<file path="src/rtl/dfif_pkg.sv">
`timescale 1ns / 1ps
// ---------------------------------------------------------------------------
// dfif_pkg
// Types and constants shared by the direct-form filter modules.
// ---------------------------------------------------------------------------
package dfif_pkg;

    localparam int SAMPLE_W = 16;
    localparam int COEF_W   = 16;
    localparam int PROD_W   = 32;
    localparam int ACC_W    = 40;
    localparam int FRAC_W   = 14;

    localparam int CFG_IDX_W  = 1;
    localparam int CFG_DATA_W = 5;

    localparam logic [CFG_IDX_W-1:0] REG_FORWARD_TAPS  = 1'b0;
    localparam logic [CFG_IDX_W-1:0] REG_FEEDBACK_TAPS = 1'b1;

    localparam logic [4:0] FORWARD_TAPS_RESET  = 5'd1;
    localparam logic [3:0] FEEDBACK_TAPS_RESET = 4'd0;

    typedef enum logic [1:0] {
        ACT_SAMPLE   = 2'd0,
        ACT_LOAD_FWD = 2'd1,
        ACT_LOAD_FB  = 2'd2,
        ACT_CLEAR    = 2'd3
    } t_action;

    typedef enum logic [2:0] {
        S_IDLE,
        S_FWD,
        S_FB,
        S_DRAIN,
        S_DONE
    } t_state;

    typedef struct packed {
        t_action                    action;
        logic [3:0]                 tap_index;
        logic signed [SAMPLE_W-1:0] sample_in;
        logic signed [COEF_W-1:0]   coefficient;
    } t_in_item;

    typedef struct packed {
        logic signed [SAMPLE_W-1:0] sample_out;
        logic                       saturated;
    } t_out_item;

endpackage

</file>
<file path="src/rtl/dfif_ram.sv">
`timescale 1ns / 1ps
// ---------------------------------------------------------------------------
// dfif_ram
// Single write, single read store with registered read and per-entry
// valid bits; an entry never written since reset or clear reads as zero.
// ---------------------------------------------------------------------------
module dfif_ram import dfif_pkg::*; #(
    parameter int DEPTH = 16,
    parameter int AW    = $clog2((DEPTH > 1) ? DEPTH : 2)
) (
    input  logic                       i_clk,
    input  logic                       i_rst_n,
    input  logic                       i_clr,
    input  logic                       i_we,
    input  logic [AW-1:0]              i_waddr,
    input  logic signed [COEF_W-1:0]   i_wdata,
    input  logic [AW-1:0]              i_raddr,
    output logic signed [COEF_W-1:0]   o_rdata
);

    logic signed [COEF_W-1:0] r_mem [DEPTH];
    logic [DEPTH-1:0]         r_vld;
    logic signed [COEF_W-1:0] r_raw;
    logic                     r_rv;

    always_ff @(posedge i_clk) begin
        if (!i_rst_n || i_clr) begin
            r_vld <= '0;
        end else if (i_we) begin
            r_vld[i_waddr] <= 1'b1;
        end
    end

    always_ff @(posedge i_clk) begin
        if (i_we) begin
            r_mem[i_waddr] <= i_wdata;
        end
        r_raw <= r_mem[i_raddr];
        r_rv  <= r_vld[i_raddr];
    end

    assign o_rdata = r_rv ? r_raw : '0;

endmodule

</file>
<file path="src/rtl/dfif_mac.sv">
`timescale 1ns / 1ps
// ---------------------------------------------------------------------------
// dfif_mac
// Shared multiply-accumulate unit: registered product, then 40-bit
// accumulate into a registered accumulator.
// ---------------------------------------------------------------------------
module dfif_mac import dfif_pkg::*; (
    input  logic                      i_clk,
    input  logic                      i_rst_n,
    input  logic                      i_clr,
    input  logic                      i_valid,
    input  logic signed [COEF_W-1:0]  i_a,
    input  logic signed [SAMPLE_W-1:0] i_b,
    output logic signed [ACC_W-1:0]   o_acc
);

    logic signed [PROD_W-1:0] r_prod;
    logic                     r_pv;
    logic signed [ACC_W-1:0]  r_acc;

    always_ff @(posedge i_clk) begin
        if (!i_rst_n) begin
            r_pv <= 1'b0;
        end else begin
            r_pv <= i_valid;
        end
    end

    always_ff @(posedge i_clk) begin
        r_prod <= PROD_W'(i_a * i_b);
        if (i_clr) begin
            r_acc <= '0;
        end else if (r_pv) begin
            r_acc <= r_acc + ACC_W'(r_prod);
        end
    end

    assign o_acc = r_acc;

endmodule

</file>
<file path="src/rtl/dfif_round.sv">
`timescale 1ns / 1ps
// ---------------------------------------------------------------------------
// dfif_round
// Round half up, shift right by the fraction width and saturate the
// accumulator to a signed 16-bit sample with a saturation flag.
// ---------------------------------------------------------------------------
module dfif_round import dfif_pkg::*; (
    input  logic signed [ACC_W-1:0] i_acc,
    output t_out_item               o_item
);

    localparam logic signed [ACC_W-1:0] HALF    = ACC_W'(1) <<< (FRAC_W - 1);
    localparam logic signed [ACC_W-1:0] MAX_OUT = ACC_W'(32767);
    localparam logic signed [ACC_W-1:0] MIN_OUT = -ACC_W'(32768);

    logic signed [ACC_W-1:0] w_sum;
    logic signed [ACC_W-1:0] w_shr;

    always_comb begin
        w_sum = i_acc + HALF;
        w_shr = w_sum >>> FRAC_W;
        if (w_shr > MAX_OUT) begin
            o_item.sample_out = 16'sh7fff;
            o_item.saturated  = 1'b1;
        end else if (w_shr < MIN_OUT) begin
            o_item.sample_out = 16'sh8000;
            o_item.saturated  = 1'b1;
        end else begin
            o_item.sample_out = w_shr[SAMPLE_W-1:0];
            o_item.saturated  = 1'b0;
        end
    end

endmodule

</file>
<file path="src/rtl/direct_form_iir_fir_filter.sv">
`timescale 1ns / 1ps
// ---------------------------------------------------------------------------
// direct_form_iir_fir_filter
// Direct-form filter with Q2.14 coefficients and 16-bit samples.
// ---------------------------------------------------------------------------
// A sample item runs from acceptance to a ready result as follows, where nf
// is the feedforward tap count in use and nb the feedback tap count in use:
// one multiply-accumulate unit walks the nf and then the nb taps one per
// cycle, then S_DRAIN drains its pipeline and S_DONE registers the rounded
// result. Load and clear items leave input ready high. Input ready is low
// while a sample is being worked; a finished result waits in the output
// register, and the next sample holds in S_DONE until that register is taken.
module direct_form_iir_fir_filter import dfif_pkg::*; #(
    parameter int MAX_FORWARD_TAPS  = 16,
    parameter int MAX_FEEDBACK_TAPS = 8
) (
    input  logic                  i_clk,
    input  logic                  i_rst_n,
    input  logic                  i_in_valid,
    output logic                  o_in_ready,
    input  t_in_item              i_in_item,
    output logic                  o_out_valid,
    input  logic                  i_out_ready,
    output t_out_item             o_out_item,
    input  logic                  i_cfg_we,
    input  logic [CFG_IDX_W-1:0]  i_cfg_index,
    input  logic [CFG_DATA_W-1:0] i_cfg_data
);

    localparam int FA_W   = $clog2((MAX_FORWARD_TAPS > 1) ? MAX_FORWARD_TAPS : 2);
    localparam int BA_W   = $clog2((MAX_FEEDBACK_TAPS > 1) ? MAX_FEEDBACK_TAPS : 2);
    localparam int MAXT   = (MAX_FORWARD_TAPS > MAX_FEEDBACK_TAPS) ?
                            MAX_FORWARD_TAPS : MAX_FEEDBACK_TAPS;
    localparam int CNT_W  = $clog2((MAXT > 1) ? MAXT : 2);

    t_state                   r_state, n_state;
    logic [4:0]               r_fwd_taps;
    logic [3:0]               r_fb_taps;
    logic [CNT_W-1:0]         r_cnt, n_cnt;
    logic [FA_W-1:0]          r_fhead, n_fhead, r_fh, n_fh;
    logic [BA_W-1:0]          r_bhead, n_bhead, r_bh, n_bh;
    logic                     r_out_valid, n_out_valid;
    t_out_item                r_out, n_out;
    logic                     r_iss_d, r_sel_d;

    logic [7:0]               w_nf8, w_nb8;
    logic [CNT_W-1:0]         w_f_last, w_b_last;
    logic                     w_fb_on;
    logic                     w_accept;
    logic [FA_W-1:0]          w_fhead_dec, w_fh_inc;
    logic [BA_W-1:0]          w_bhead_dec, w_bh_inc;
    logic                     w_iss, w_sel_fb, w_mac_clr, w_hist_clr;
    logic                     w_fc_we, w_bc_we, w_fi_we, w_bo_we;
    logic signed [COEF_W-1:0] w_fc_rd, w_bc_rd, w_fi_rd, w_bo_rd;
    logic signed [ACC_W-1:0]  w_acc;
    t_out_item                w_round;

    // taps in use
    always_comb begin
        w_nf8 = {3'b000, r_fwd_taps};
        if (w_nf8 == 8'd0) begin
            w_nf8 = 8'd1;
        end
        if (w_nf8 > 8'(MAX_FORWARD_TAPS)) begin
            w_nf8 = 8'(MAX_FORWARD_TAPS);
        end
        w_nb8 = {4'b0000, r_fb_taps};
        if (w_nb8 > 8'(MAX_FEEDBACK_TAPS)) begin
            w_nb8 = 8'(MAX_FEEDBACK_TAPS);
        end
        w_f_last = CNT_W'(w_nf8 - 8'd1);
        w_b_last = CNT_W'(w_nb8 - 8'd1);
        w_fb_on  = (w_nb8 != 8'd0);
    end

    assign w_fhead_dec = (r_fhead == '0) ? FA_W'(MAX_FORWARD_TAPS - 1) : r_fhead - 1'b1;
    assign w_fh_inc    = (r_fh == FA_W'(MAX_FORWARD_TAPS - 1)) ? '0 : r_fh + 1'b1;
    assign w_bhead_dec = (r_bhead == '0) ? BA_W'(MAX_FEEDBACK_TAPS - 1) : r_bhead - 1'b1;
    assign w_bh_inc    = (r_bh == BA_W'(MAX_FEEDBACK_TAPS - 1)) ? '0 : r_bh + 1'b1;

    assign o_in_ready = (r_state == S_IDLE);
    assign w_accept   = i_in_valid && o_in_ready;

    // configuration registers
    always_ff @(posedge i_clk) begin
        if (!i_rst_n) begin
            r_fwd_taps <= FORWARD_TAPS_RESET;
            r_fb_taps  <= FEEDBACK_TAPS_RESET;
        end else if (i_cfg_we) begin
            case (i_cfg_index)
                REG_FORWARD_TAPS:  r_fwd_taps <= i_cfg_data;
                REG_FEEDBACK_TAPS: r_fb_taps  <= i_cfg_data[3:0];
                default: ;
            endcase
        end
    end

    // sequencer
    always_ff @(posedge i_clk) begin
        if (!i_rst_n) begin
            r_state     <= S_IDLE;
            r_out_valid <= 1'b0;
            r_fhead     <= '0;
            r_bhead     <= '0;
            r_iss_d     <= 1'b0;
        end else begin
            r_state     <= n_state;
            r_out_valid <= n_out_valid;
            r_fhead     <= n_fhead;
            r_bhead     <= n_bhead;
            r_iss_d     <= w_iss;
        end
    end

    always_ff @(posedge i_clk) begin
        r_cnt   <= n_cnt;
        r_fh    <= n_fh;
        r_bh    <= n_bh;
        r_out   <= n_out;
        r_sel_d <= w_sel_fb;
    end

    always_comb begin
        n_state     = r_state;
        n_cnt       = r_cnt;
        n_fh        = r_fh;
        n_bh        = r_bh;
        n_fhead     = r_fhead;
        n_bhead     = r_bhead;
        n_out       = r_out;
        n_out_valid = r_out_valid;
        w_iss       = 1'b0;
        w_sel_fb    = 1'b0;
        w_mac_clr   = 1'b0;
        w_hist_clr  = 1'b0;
        w_fc_we     = 1'b0;
        w_bc_we     = 1'b0;
        w_fi_we     = 1'b0;
        w_bo_we     = 1'b0;
        if (r_out_valid && i_out_ready) begin
            n_out_valid = 1'b0;
        end
        case (r_state)
            S_IDLE: begin
                if (w_accept) begin
                    case (i_in_item.action)
                        ACT_SAMPLE: begin
                            w_fi_we   = 1'b1;
                            w_mac_clr = 1'b1;
                            n_fhead   = w_fhead_dec;
                            n_fh      = w_fhead_dec;
                            n_cnt     = '0;
                            n_state   = S_FWD;
                        end
                        ACT_LOAD_FWD: begin
                            w_fc_we = (8'(i_in_item.tap_index) < 8'(MAX_FORWARD_TAPS));
                        end
                        ACT_LOAD_FB: begin
                            w_bc_we = (8'(i_in_item.tap_index) < 8'(MAX_FEEDBACK_TAPS));
                        end
                        ACT_CLEAR: begin
                            w_hist_clr = 1'b1;
                        end
                        default: ;
                    endcase
                end
            end
            S_FWD: begin
                w_iss = 1'b1;
                n_fh  = w_fh_inc;
                n_cnt = r_cnt + 1'b1;
                if (r_cnt == w_f_last) begin
                    n_cnt = '0;
                    if (w_fb_on) begin
                        n_bh    = r_bhead;
                        n_state = S_FB;
                    end else begin
                        n_state = S_DRAIN;
                    end
                end
            end
            S_FB: begin
                w_iss    = 1'b1;
                w_sel_fb = 1'b1;
                n_bh     = w_bh_inc;
                n_cnt    = r_cnt + 1'b1;
                if (r_cnt == w_b_last) begin
                    n_cnt   = '0;
                    n_state = S_DRAIN;
                end
            end
            S_DRAIN: begin
                n_cnt = r_cnt + 1'b1;
                if (r_cnt == CNT_W'(1)) begin
                    n_state = S_DONE;
                end
            end
            S_DONE: begin
                if (!r_out_valid || i_out_ready) begin
                    n_out       = w_round;
                    n_out_valid = 1'b1;
                    if (w_fb_on) begin
                        w_bo_we = 1'b1;
                        n_bhead = w_bhead_dec;
                    end
                    n_state = S_IDLE;
                end
            end
            default: n_state = S_IDLE;
        endcase
    end

    dfif_ram #(.DEPTH(MAX_FORWARD_TAPS)) u_fwd_coef (
        .i_clk   (i_clk),
        .i_rst_n (i_rst_n),
        .i_clr   (1'b0),
        .i_we    (w_fc_we),
        .i_waddr (FA_W'(i_in_item.tap_index)),
        .i_wdata (i_in_item.coefficient),
        .i_raddr (FA_W'(r_cnt)),
        .o_rdata (w_fc_rd)
    );

    dfif_ram #(.DEPTH(MAX_FEEDBACK_TAPS)) u_fb_coef (
        .i_clk   (i_clk),
        .i_rst_n (i_rst_n),
        .i_clr   (1'b0),
        .i_we    (w_bc_we),
        .i_waddr (BA_W'(i_in_item.tap_index)),
        .i_wdata (i_in_item.coefficient),
        .i_raddr (BA_W'(r_cnt)),
        .o_rdata (w_bc_rd)
    );

    dfif_ram #(.DEPTH(MAX_FORWARD_TAPS)) u_in_hist (
        .i_clk   (i_clk),
        .i_rst_n (i_rst_n),
        .i_clr   (w_hist_clr),
        .i_we    (w_fi_we),
        .i_waddr (w_fhead_dec),
        .i_wdata (i_in_item.sample_in),
        .i_raddr (r_fh),
        .o_rdata (w_fi_rd)
    );

    dfif_ram #(.DEPTH(MAX_FEEDBACK_TAPS)) u_out_hist (
        .i_clk   (i_clk),
        .i_rst_n (i_rst_n),
        .i_clr   (w_hist_clr),
        .i_we    (w_bo_we),
        .i_waddr (w_bhead_dec),
        .i_wdata (w_round.sample_out),
        .i_raddr (r_bh),
        .o_rdata (w_bo_rd)
    );

    dfif_mac u_mac (
        .i_clk   (i_clk),
        .i_rst_n (i_rst_n),
        .i_clr   (w_mac_clr),
        .i_valid (r_iss_d),
        .i_a     (r_sel_d ? w_bc_rd : w_fc_rd),
        .i_b     (r_sel_d ? w_bo_rd : w_fi_rd),
        .o_acc   (w_acc)
    );

    dfif_round u_round (
        .i_acc  (w_acc),
        .o_item (w_round)
    );

    assign o_out_valid = r_out_valid;
    assign o_out_item  = r_out;

`ifndef SYNTHESIS
    a_fwd_cnt_range: assert property (@(posedge i_clk) disable iff (!i_rst_n)
        r_state == S_FWD |-> r_cnt <= w_f_last)
        else $error("forward tap counter past taps in use");

    a_fb_only_with_taps: assert property (@(posedge i_clk) disable iff (!i_rst_n)
        r_state == S_FB |-> w_fb_on)
        else $error("feedback phase without feedback taps");

    a_sample_busy: assert property (@(posedge i_clk) disable iff (!i_rst_n)
        w_accept && i_in_item.action == ACT_SAMPLE |=> !o_in_ready && !r_out_valid == !$past(n_out_valid))
        else $error("sample item did not start the tap walk");

    a_other_one_cycle: assert property (@(posedge i_clk) disable iff (!i_rst_n)
        w_accept && i_in_item.action != ACT_SAMPLE |=> o_in_ready)
        else $error("load or clear item held the block busy");
`endif

endmodule
</file>
<file path="config.mk">
export PLATFORM = sky130hd
export DESIGN_NAME = direct_form_iir_fir_filter
export DESIGN_NICKNAME = d
export VERILOG_FILES = /design/src/rtl/dfif_pkg.sv /design/src/rtl/dfif_ram.sv /design/src/rtl/dfif_mac.sv /design/src/rtl/dfif_round.sv /design/src/rtl/direct_form_iir_fir_filter.sv
export SDC_FILE = /design/constraint.sdc
export NUM_CORES = 2
export LEC_CHECK = 0
export BUFFER_PORTS_ARGS = -buffer_cell sky130_fd_sc_hd__buf_2
export CORE_MARGIN = 2
export CORE_UTILIZATION = 57
export DETAILED_ROUTE_END_ITERATION = 16
export PLACE_DENSITY = 0.79
export SETUP_SLACK_MARGIN = 0.15
export SYNTH_ARGS = -nofsm -noshare
export SYNTH_HDL_FRONTEND = slang
export SYNTH_SLANG_ARGS = --single-unit
</file>
<file path="constraint.sdc">
create_clock -name i_clk -period 6.74 [get_ports i_clk]
set_input_delay 0 -clock i_clk [delete_from_list [all_inputs] [get_ports i_clk]]
set_output_delay 0 -clock i_clk [all_outputs]
set_load 0.02 [all_outputs]
</file>
==> reports/metrics.cfg <==
[outcome]
outcome = finished, final reports clean

[layout]
fillers = 5686
syn_to_final_growth_pct = 14.0
ff_latch_area_um2 = 28100
drive_above_1_share_pct = 19.5
multi_input_area_um2 = 19800
nets = 4159
final_common_cell = edfxtp_1
final_cell_mix = edfxtp_1, inv_1, nor2_1

[clocking]
htreeDepth = 3
clk_pin_slew_worst_paths_ns = 0.07
cts_tree = yes
root_buffer = clkbuf_16
clock-sinks = 1007
cts_buffers = 97
clock_latency_ns = 0.67
clock_path_buffers = 3

[timing]
fmax_mhz = 154
fin_skew_ns = 0.0227
slew_viol_final = 0
worst_pin_slew_ns = 1.29
finalCriticalPeriod_ns = 6.51
slew_headroom_pct = 13.3
tns_ns = 0
rsz0062_at_grt = yes
holdWs_ns = 0.0533
period_share_pct = 96.5
finalHoldViolations = 0
setup_violations = 0

[grt]
grt-ovfl-total = 0
antenna_found_initial = 3
grt_pass1_vias = 30900
grt_use_total_pct = 27.6
grt_max_degree = 99
grt_pass1_wl_mm = 186

[floorplanning]
core_um2 = 85500
die_area_um2 = 89000
ios = 68
num_rows = 107
die_w_um = 298
start_util_pct = 57.7
die_h_um = 298

[place]
dp_hpwl_mm = 77.4
portBuffers = 67
gp_congestion = 0.953

[setup_path]
reg2reg_depth = 23
cp_slowest_cell = fa_1
cp-start-kind = flip-flop
cp.required_ns = 7.33
slowest_delay_ns = 0.57
crit_type = flip-flop to flip-flop
crit_path_end_kind = flip-flop
cp_cell_sequence = nor2b_2 -> buf_12 -> a22o_2 -> buf_4 -> nand2_1 -> fa_1 -> inv_1 -> fa_1 -> fa_1 -> fa_1 -> fa_1 -> inv_1 -> fa_1 -> inv_1 -> ha_1 -> buf_4 -> a221o_1 -> a21o_1 -> a31o_4 -> a2111oi_4 -> o21bai_1 -> a21oi_1 -> xnor2_1
cp_max_fo = 32
rrSetupSlack_ns = 0.23
r2r_start = r_sel_d
r2r-end = u_mac.r_prod[25]
crit_top_cell = fa_1
worst-endpoint-arrival_ns = 7.09

[power_and_ir_drop]
seqPwrFrac_pct = 42.5
leakage_nw = 21.5
ir_worst_vdd_mv = 0.304
switchingPower_w = 0.00596
combPwrFrac_pct = 28.5
switching_share_pct = 31.8
p_clk_share_pct = 29.0
pwr_density_cell_nw_per_um2 = 334
intPower_w = 0.0128

[logic_synthesis]
synth_top_area_share_pct = 48.4
syn_avg_cell_area_um2 = 14.3
syn_nets = 3892
synth.distinct_cells = 72
synth_flop_cell = edfxtp_1
synthCells = 3443
async_flop_share_pct = 0
synth_area_um2 = 49400
ys_warn_count = 0
synth_area_leaders = edfxtp_1, fa_1, dfxtp_1
synth_edf_count = 796
yosys.area.top_type = edfxtp_1
ys_seq_area_share_pct = 57.0
synth-seq-cells = 1007

[min_path]
hold_path.startpoint = i_in_item[36]
min_path_cells = 4
min_path_type = primary input to flip-flop
min_to = u_out_hist.r_vld[1]

[detailed_routing]
num_vias = 30000
drc = 0
wl_per_cell_um = 24.7
dr.pass1.iters = 6
vias_per_cell = 6.07
ant_nets = 0
drt_iter0_markers = 3352
drt_wl_total_mm = 122

[run]
cap_violations = 0

-- worst max path at each step --
| stage | slack (ns) | start | endpoint |
|---|---|---|---|
| 2_1_floorplan | 0.18 | r_sel_d | u_mac.r_prod[30] |
| 3_3_place_gp | 0.12 | r_sel_d | u_mac.r_prod[25] |
| 3_5_place_dp | 0.03 | r_sel_d | u_mac.r_prod[25] |
| 4_1_cts | 0.15 | r_sel_d | u_mac.r_prod[25] |
| 5_1_grt | 0.03 | r_sel_d | u_mac.r_prod[25] |
| 6_report | 0.23 | r_sel_d | u_mac.r_prod[25] |
-- cells by family (layout without fill, tap and decap cells) --
family	after synthesis	after routing	synth area share, %
flip-flops	1007	1007	57.0
AND/OR/NAND/NOR	714	714	6.25
buffers and inverters	473	822	3.65
AO/OA/AOI/OAI	437	437	6.02
adder cells (fa/ha/maj)	400	400	14.1
multiplexers	323	323	11.4
XOR/XNOR	89	89	1.58
other	0	3	0
-- area by class of cell --
| cell class | instances | share of cell area, % |
|---|---|---|
| clock buffer | 136 | 4.84 |
| clock inverter | 45 | 0.847 |
| multi-input combinational | 1963 | 35.3 |
| tap | 1144 | 2.54 |
| antenna | 3 | 0.0133 |
| inverter | 334 | 2.23 |
| timing repair buffer | 307 | 4.30 |
| sequential | 1007 | 50.0 |
-- layer usage --
metal  track usage (%)  vias up  wire length [um]
li1                  -    13000                 -
met1              36.4    15200             46700
met2              46.3     1553             60400
met3              4.30      297              9710
met4              11.2        0              5080
met5                 0        -                 0
-- through the flow --
| step | instance area, um^2 | utilization (%) | total power, W | cells | setup slack, ns |
|---|---|---|---|---|---|
| 6_report | 56300 | 65.8 | 0.0188 | 4939 | 0.233 |
| 3_3_place_gp | 52000 | 60.8 | 0.0131 | 4676 | 0.119 |
| 3_5_place_dp | 52000 | 60.8 | 0.0132 | 4676 | 0.0281 |
| 5_1_grt | 56300 | 65.8 | 0.0195 | 4938 | 0.0296 |
| 2_1_floorplan | 49400 | - | 0.0114 | 3443 | 0.183 |
| 4_1_cts | 55800 | 65.2 | 0.0187 | 4912 | 0.146 |
-- repair_timing --
| item | CTS | global route |
|---|---|---|
| endpoints found under the hold margin | 678 | 0 |
| gates resized for setup | 14 | 65 |
| setup buffers | 1 | 21 |
| setup endpoints to repair | 5 | 9 |
| pin swaps | 0 | 22 |
| hold buffers | 54 | 0 |
| gates cloned | 0 | 3 |
-- critical path: cells and delay by family (launching register included) --
| family | cells | cell delay (ns) |
|---|---|---|
| fa+ha+maj | 7 | 3.31 |
| compound gates | 7 | 1.70 |
| buf+inv | 6 | 0.66 |
| simple gates | 2 | 0.23 |
| xor+xnor | 1 | 0.16 |
| flops | 1 | 0.36 |
-- flip-flops by register name, summed over array words and instances (netlist names), 4 cells and up --
name              count
u_mac.o_acc          40
u_fwd_coef.r_mem    256
u_in_hist.r_vld      16
o_out_item           17
u_fb_coef.r_raw      16
u_in_hist.r_mem     256
u_fwd_coef.r_vld     16
r_fwd_taps            5
u_fb_coef.r_vld       8
u_fwd_coef.r_raw     16
u_out_hist.r_raw     16
r_fh                  4
u_mac.r_prod         32
u_in_hist.r_raw      16
u_out_hist.r_vld      8
r_cnt                 4
r_fhead               4
u_out_hist.r_mem    128
u_fb_coef.r_mem     128
r_fb_taps             4
-- power groups by stage --
stage | Clock (W) | Combinational, W | Sequential [W]
final | 0.00544 | 0.00535 | 0.00799
after detailed placement | 0 | 0.00509 | 0.00808
after CTS | 0.00549 | 0.00521 | 0.00796
after global placement | 0 | 0.00498 | 0.00807
after floorplan | 0 | 0.00359 | 0.00782
after global routing | 0.00571 | 0.00577 | 0.00802
-- cell usage after synthesis, drive strengths merged (6+ instances only) --
master    n
o21ai    86
or3       6
mux4    187
buf      28
mux2     46
a211oi   12
dfxtp   211
a31o      7
nor2    319
nand2b   22
a21o     43
xnor2    57
nand3b    7
nor3     32
fa      263
ha      137
clkbuf  111
mux2i    90
a221oi   18
o21a     31
edfxtp  796
a22oi    49
nand4     7
and3     17
nand2   229
xor2     32
a31oi    15
and2     12
o21bai    8
inv     333
a22o     29
a21oi    96
nand3    25
nor2b    14
o31ai     8
Power figures use the tool's default switching activity.
